### config.mk
export PLATFORM = sky130hd
export DESIGN_NAME = dual_word_to_double_converter
export DESIGN_NICKNAME = d
export VERILOG_FILES = /design/src/design/dwdc_pkg.sv /design/src/design/dual_word_to_double_converter.sv
export SDC_FILE = /design/constraint.sdc
export NUM_CORES = 1
export LEC_CHECK = 0
export BUFFER_PORTS_ARGS = -buffer_cell sky130_fd_sc_hd__buf_2
export CORE_AREA = 2 2 177 179
export CTS_CLUSTER_DIAMETER = 50
export DETAILED_ROUTE_END_ITERATION = 12
export DIE_AREA = 0 0 179 181
export GPL_TIMING_DRIVEN = 1
export PLACE_DENSITY_LB_ADDON = 0.1
export SLEW_MARGIN = 20
export SYNTH_ARGS = -nofsm -noshare
export SYNTH_HDL_FRONTEND = slang
export SYNTH_SLANG_ARGS = --single-unit
### constraint.sdc
create_clock -name i_clk -period 4.5 [get_ports i_clk]
set_clock_uncertainty 0.2 [all_clocks]
set_input_delay 1.125 -clock i_clk [delete_from_list [all_inputs] [get_ports i_clk]]
set_output_delay 1.125 -clock i_clk [all_outputs]
set_load 0.02 [all_outputs]
### src/design/dwdc_pkg.sv
// ----------------------------------------------------------------------------
// dwdc_pkg
// shared constants for the dual word to double converter
// ----------------------------------------------------------------------------
package dwdc_pkg;
    localparam int unsigned WORD_W = 24;
    localparam int unsigned MAG_W  = 48;
    localparam int unsigned POS_W  = 6;
    localparam logic [63:0] POS_INF = 64'h7FF0_0000_0000_0000;
    localparam logic [12:0] EXP_OFFSET = 13'd2082;

    typedef enum logic [0:0] {
        KIND_FIXED = 1'b0,
        KIND_FLOAT = 1'b1
    } t_kind;

    // stage 1 -> stage 2 payload
    typedef struct packed {
        logic              sign;
        logic              force_zero;
        logic              force_inf;
        logic [MAG_W-1:0]  mag;
        logic signed [13:0] exp;
    } t_s1;
endpackage

### src/design/dual_word_to_double_converter.sv
// ----------------------------------------------------------------------------
// dual_word_to_double_converter
// converts a 24-bit word pair (fixed or mantissa/exponent) to a binary64 pattern
// ----------------------------------------------------------------------------
// one transaction per cycle through the three stages:
// magnitude/exponent, leading one search, pack
// busy is always low; o_valid pulses one cycle per result
// synchronous active low reset clears the stage valid bits only
module dual_word_to_double_converter
    import dwdc_pkg::*;
(
    input  logic        i_clk,
    input  logic        i_rst_n,
    input  logic        start,
    output logic        busy,
    input  logic        i_kind,
    input  logic [23:0] i_low_word,
    input  logic [23:0] i_high_word,
    output logic        o_valid,
    output logic [63:0] o_value_bits
);
    logic r_v1, r_v2, r_v3;
    t_s1  r_s1, n_s1;
    t_s1  r_s2;
    logic [POS_W-1:0] r_pos2, n_pos2;
    logic [63:0] r_out, n_out;

    assign busy = 1'b0;

    // stage 1: magnitude and exponent
    always_comb begin
        logic [47:0]        raw;
        logic signed [13:0] e;
        raw = {i_high_word, i_low_word};
        e   = $signed({2'b00, i_high_word[23:12]}) - $signed({1'b0, EXP_OFFSET});
        n_s1 = '0;
        if (i_kind == KIND_FIXED) begin
            n_s1.sign = i_high_word[23];
            n_s1.mag  = i_high_word[23] ? (48'd0 - raw) : raw;
            n_s1.exp  = '0;
            n_s1.force_zero = (raw == 48'd0);
        end else begin
            n_s1.mag  = {12'd0, i_high_word[11:0], i_low_word};
            n_s1.exp  = e;
            n_s1.force_zero = (n_s1.mag == 48'd0) || (e < -14'sd1074);
            n_s1.force_inf  = (n_s1.mag != 48'd0) && (e > 14'sd1023);
        end
    end

    // stage 2: leading one position
    always_comb begin
        n_pos2 = '0;
        for (int i = 0; i < MAG_W; i++) begin
            if (r_s1.mag[i]) n_pos2 = POS_W'(i);
        end
    end

    // stage 3: pack the fields
    always_comb begin
        logic signed [13:0] big_e;
        logic [63:0]        m64;
        logic [5:0]         sh;
        m64   = {16'd0, r_s2.mag};
        big_e = $signed({8'd0, r_pos2}) + r_s2.exp;
        sh    = 6'(7'd52 - {1'b0, r_pos2});
        if (r_s2.force_zero) begin
            n_out = '0;
        end else if (r_s2.force_inf || big_e > 14'sd1023) begin
            n_out = POS_INF;
        end else if (big_e >= -14'sd1022) begin
            n_out = {r_s2.sign, 11'(big_e + 14'sd1023), 52'((m64 << sh))};
        end else begin
            n_out = m64 << 6'(r_s2.exp + 14'sd1074);
        end
    end

    // valid chain
    always_ff @(posedge i_clk) begin
        if (!i_rst_n) begin
            r_v1 <= 1'b0;
            r_v2 <= 1'b0;
            r_v3 <= 1'b0;
        end else begin
            r_v1 <= start;
            r_v2 <= r_v1;
            r_v3 <= r_v2;
        end
    end

    // payload stages
    always_ff @(posedge i_clk) begin
        r_s1  <= n_s1;
        r_s2  <= r_s1;
        r_pos2 <= n_pos2;
        r_out <= n_out;
    end

    assign o_valid      = r_v3;
    assign o_value_bits = r_out;

    // a started transaction appears at o_valid after passing r_v1, r_v2 and r_v3
    a_lat: assert property (@(posedge i_clk) disable iff (!i_rst_n)
        start |-> ##3 o_valid) else $error("result lost");
    a_nostray: assert property (@(posedge i_clk) disable iff (!i_rst_n)
        $rose(o_valid) |-> $past(start, 3)) else $error("stray result");
    a_inf: assert property (@(posedge i_clk) disable iff (!i_rst_n)
        r_v2 && r_s2.force_inf && !r_s2.force_zero |=> o_value_bits == POS_INF)
        else $error("overflow not infinity");
endmodule
==> metrics <==
fraction of final layout cells sized beyond drive strength 1=21.3%; unrepaired setup endpoints after global routing=false; area taken by flip-flops and latches=4030 um2; die outline height=181 um; sequential share of the synthesized area=29.6%; violation count after the first detailed-routing iteration=1187; dpl ws=0.744 ns; starting density of the core=44.8%; via count=12500; H-tree depth reported by CTS=1; average wire length per cell after detail routing=22.7 um; post-synthesis net count=1642; fraction of post-synthesis cell area in the top cell type by area=29.6%; number of distinct library cells after synthesis=79; number of synthesized flops with an enable pin=0; first-pass GRT wire length=71.0 mm; post-detailed-route via-to-cell ratio=6.10; Final Instance Count excl. Fillers=2058; result of the run=completed; setup violators final=0; Post-CTS Hold Buffers=0; Hold Crit Class=flop to flop; reported leakage power=6.29 nW; post-CTS clock slew at the launch and capture registers of the worst setup and hold paths=0.06 ns; Post-Synthesis Mean Instance Area=8.63 um2; Post-synth top cells=dfxtp_1 (201), nor2_1 (182), nand2_1 (174), a21oi_1 (102), o21ai_0 (95); 1st-pass router iterations=6; Startpoint Class=flop; CTS max path bufs=3; GP Congestion=0.993; clock net sink count=201; Main synth FF type=dfxtp_1; Boundary Pins=118; number of synthesized register bits=201; number of nets in the layout=1711; remaining global-route overflow=0; n_diodes=0; global router's overall resource usage=28.6%; source-to-sink clock delay at the later pin of the worst-skew pair=0.52 ns; post-layout min period=3.73 ns; post-synth design cell area=13600 um2; total of cells resized after clock tree synthesis=0; peak ir drop on the vdd network=0.237 mV; post-layout worst setup margin=0.765 ns; maximum number of pins on one net before global-route repair=59; count of input and output buffers=116; Worst Tran Pin Value=1.18 ns; die area=32400 um2; FMAX=0.268 GHz; number of pins exceeding their max-slew limit in the final report=0; most area-consuming cells after synthesis=dfxtp_1 (30%), mux4_2 (13%), mux2i_1 (6.6%); horizontal die dimension=179 um; Post-CTS Setup Bufs=0; part of the cycle the worst path needs=83.0%; Post-DRT Antenna Nets=0; Hold Vio Cnt, Final=0; share of flip-flops with an asynchronous set or reset after synthesis=0%; area taken by multi-input logic gates=9050 um2; area of all placed cells without fillers=15500 um2; worst relative slew slack=20.3%; kind of capture point of the worst setup path=flop; Residual DRC=0; Sum Neg Setup Slack=0 ns; buffer type at the clock tree root=clkbuf_16; Power Density=526 nW/um2; number of clock buffers inserted by TritonCTS=24; Filler cells=2946; FP Rows=64; Post-Syn Instances=1575; biggest area consumer among synthesized cells=dfxtp_1; Worst EP required=4.70 ns; Ys Warns=0; vias in the first global route=11600; TritonCTS clock tree=built; critical path start-end classification=flop to flop; Placeable Area=30300 um2; Placed Cells=2014; max_cap viols=0; cell with the most instances after synthesis=dfxtp_1; final routed wirelength across all metal layers=46.6 mm; antenna violations before repair=0; dpl cell area=14600 um2; Area growth, synth to finish=14.0%; critical-path maximum fanout=35; setup slack on the worst flop-to-flop path=0.77 ns; detailed placement HPWL=37.1 mm; data arrival time of the worst path=3.93 ns
[final timing paths]
| kind | startpoint | end | depth (start not counted) |
|---|---|---|---|
| min reg2reg | r_s1[62]$_SDFF_PN0_ | r_s2[62]$_DFF_P_ | 0 |
| min | r_s1[62]$_SDFF_PN0_ | r_s2[62]$_DFF_P_ | 0 |
| max | r_pos2[0]$_SDFF_PP1_ | o_value_bits[29]$_SDFF_PP0_ | 10 |
| max reg2reg | r_pos2[0]$_SDFF_PP1_ | o_value_bits[29]$_SDFF_PP0_ | 10 |
[logic make-up (layout without fill, tap and decap cells)]
group / count (synthesis) / count (layout) / synth area share, %
simple gates: 539 / 539 / 18.1
compound gates: 393 / 393 / 18.6
mux: 202 / 202 / 22.4
flops: 201 / 201 / 29.6
buf+inv: 146 / 233 / 4.80
xor+xnor: 77 / 77 / 4.96
fa+ha+maj: 16 / 16 / 1.51
other cells: 1 / 1 / 0.0276
[registers in the layout, summed over array words and instances (netlist names)]
register / flops
o_value_bits: 64
r_pos2: 6
r_s2: 64
r_v1: 1
r_v2: 1
r_s1: 64
o_valid: 1
[per-layer routing]
layer,vias to the layer above,GRT usage [%],wire length [um]
met5,-,0,0
li1,5941,-,-
met4,0,12.4,2390
met1,5961,40.4,20300
met2,542,43.5,20400
met3,104,4.04,3550
[layout by cell type (no fill, tap or decap), drive strengths merged, types with 6 or more instances in the layout]
cell type	n
a221oi	11
nand2b	10
a211oi	28
o22ai	17
nand3	41
o211ai	13
and2	9
clkinv	6
o221ai	9
mux4	78
o31ai	12
or4	7
nor4	16
or3	6
nand2	174
nor2	184
mux2i	90
o21a	7
xnor2	46
a31oi	32
a21oi	102
mux2	34
xor2	31
clkbuf	31
and3	18
ha	14
dfxtp	201
a22oi	17
buf	157
o21ai	105
nand4	6
nor3	48
inv	35
[worst max-delay path, stage by stage, from the launching register on]
cell and delay (ns):
dfxtp_2 0.34, inv_1 0.17, ha_2 0.38, buf_4 0.39, mux4_2 0.39, a21oi_1 0.59
nand2_1 0.10, o21ai_0 0.36, o21ai_0 0.35, a22oi_1 0.24, nor2_1 0.05
[stage by stage]
| step | util [%] | power (mW) | hold WS (ns) |
|---|---|---|---|
| after detailed placement | 48.2 | 6.03 | 0.112 |
| after global placement | 48.2 | 6.04 | 0.111 |
| after CTS | 51.1 | 8.10 | 0.126 |
| final | 51.1 | 8.16 | 0.126 |
| after global routing | 51.1 | 8.55 | 0.139 |
| after floorplan | - | 4.69 | 0.110 |
[power breakdown]
part / switching (mW) / internal [mW]
Combinational: 2.47 / 1.40
Clock: 0.779 / 1.28
Sequential: 0.193 / 2.04
[area by class of cell]
type / count / area share (%)
clock buffers: 31 / 4.51
clock inverters: 13 / 1.12
inverters: 32 / 0.775
multi-input cells: 1228 / 58.4
flip-flops and latches: 201 / 26.0
well taps: 396 / 3.20
repair buffers: 157 / 5.98
(Power assumes the default switching activity.)
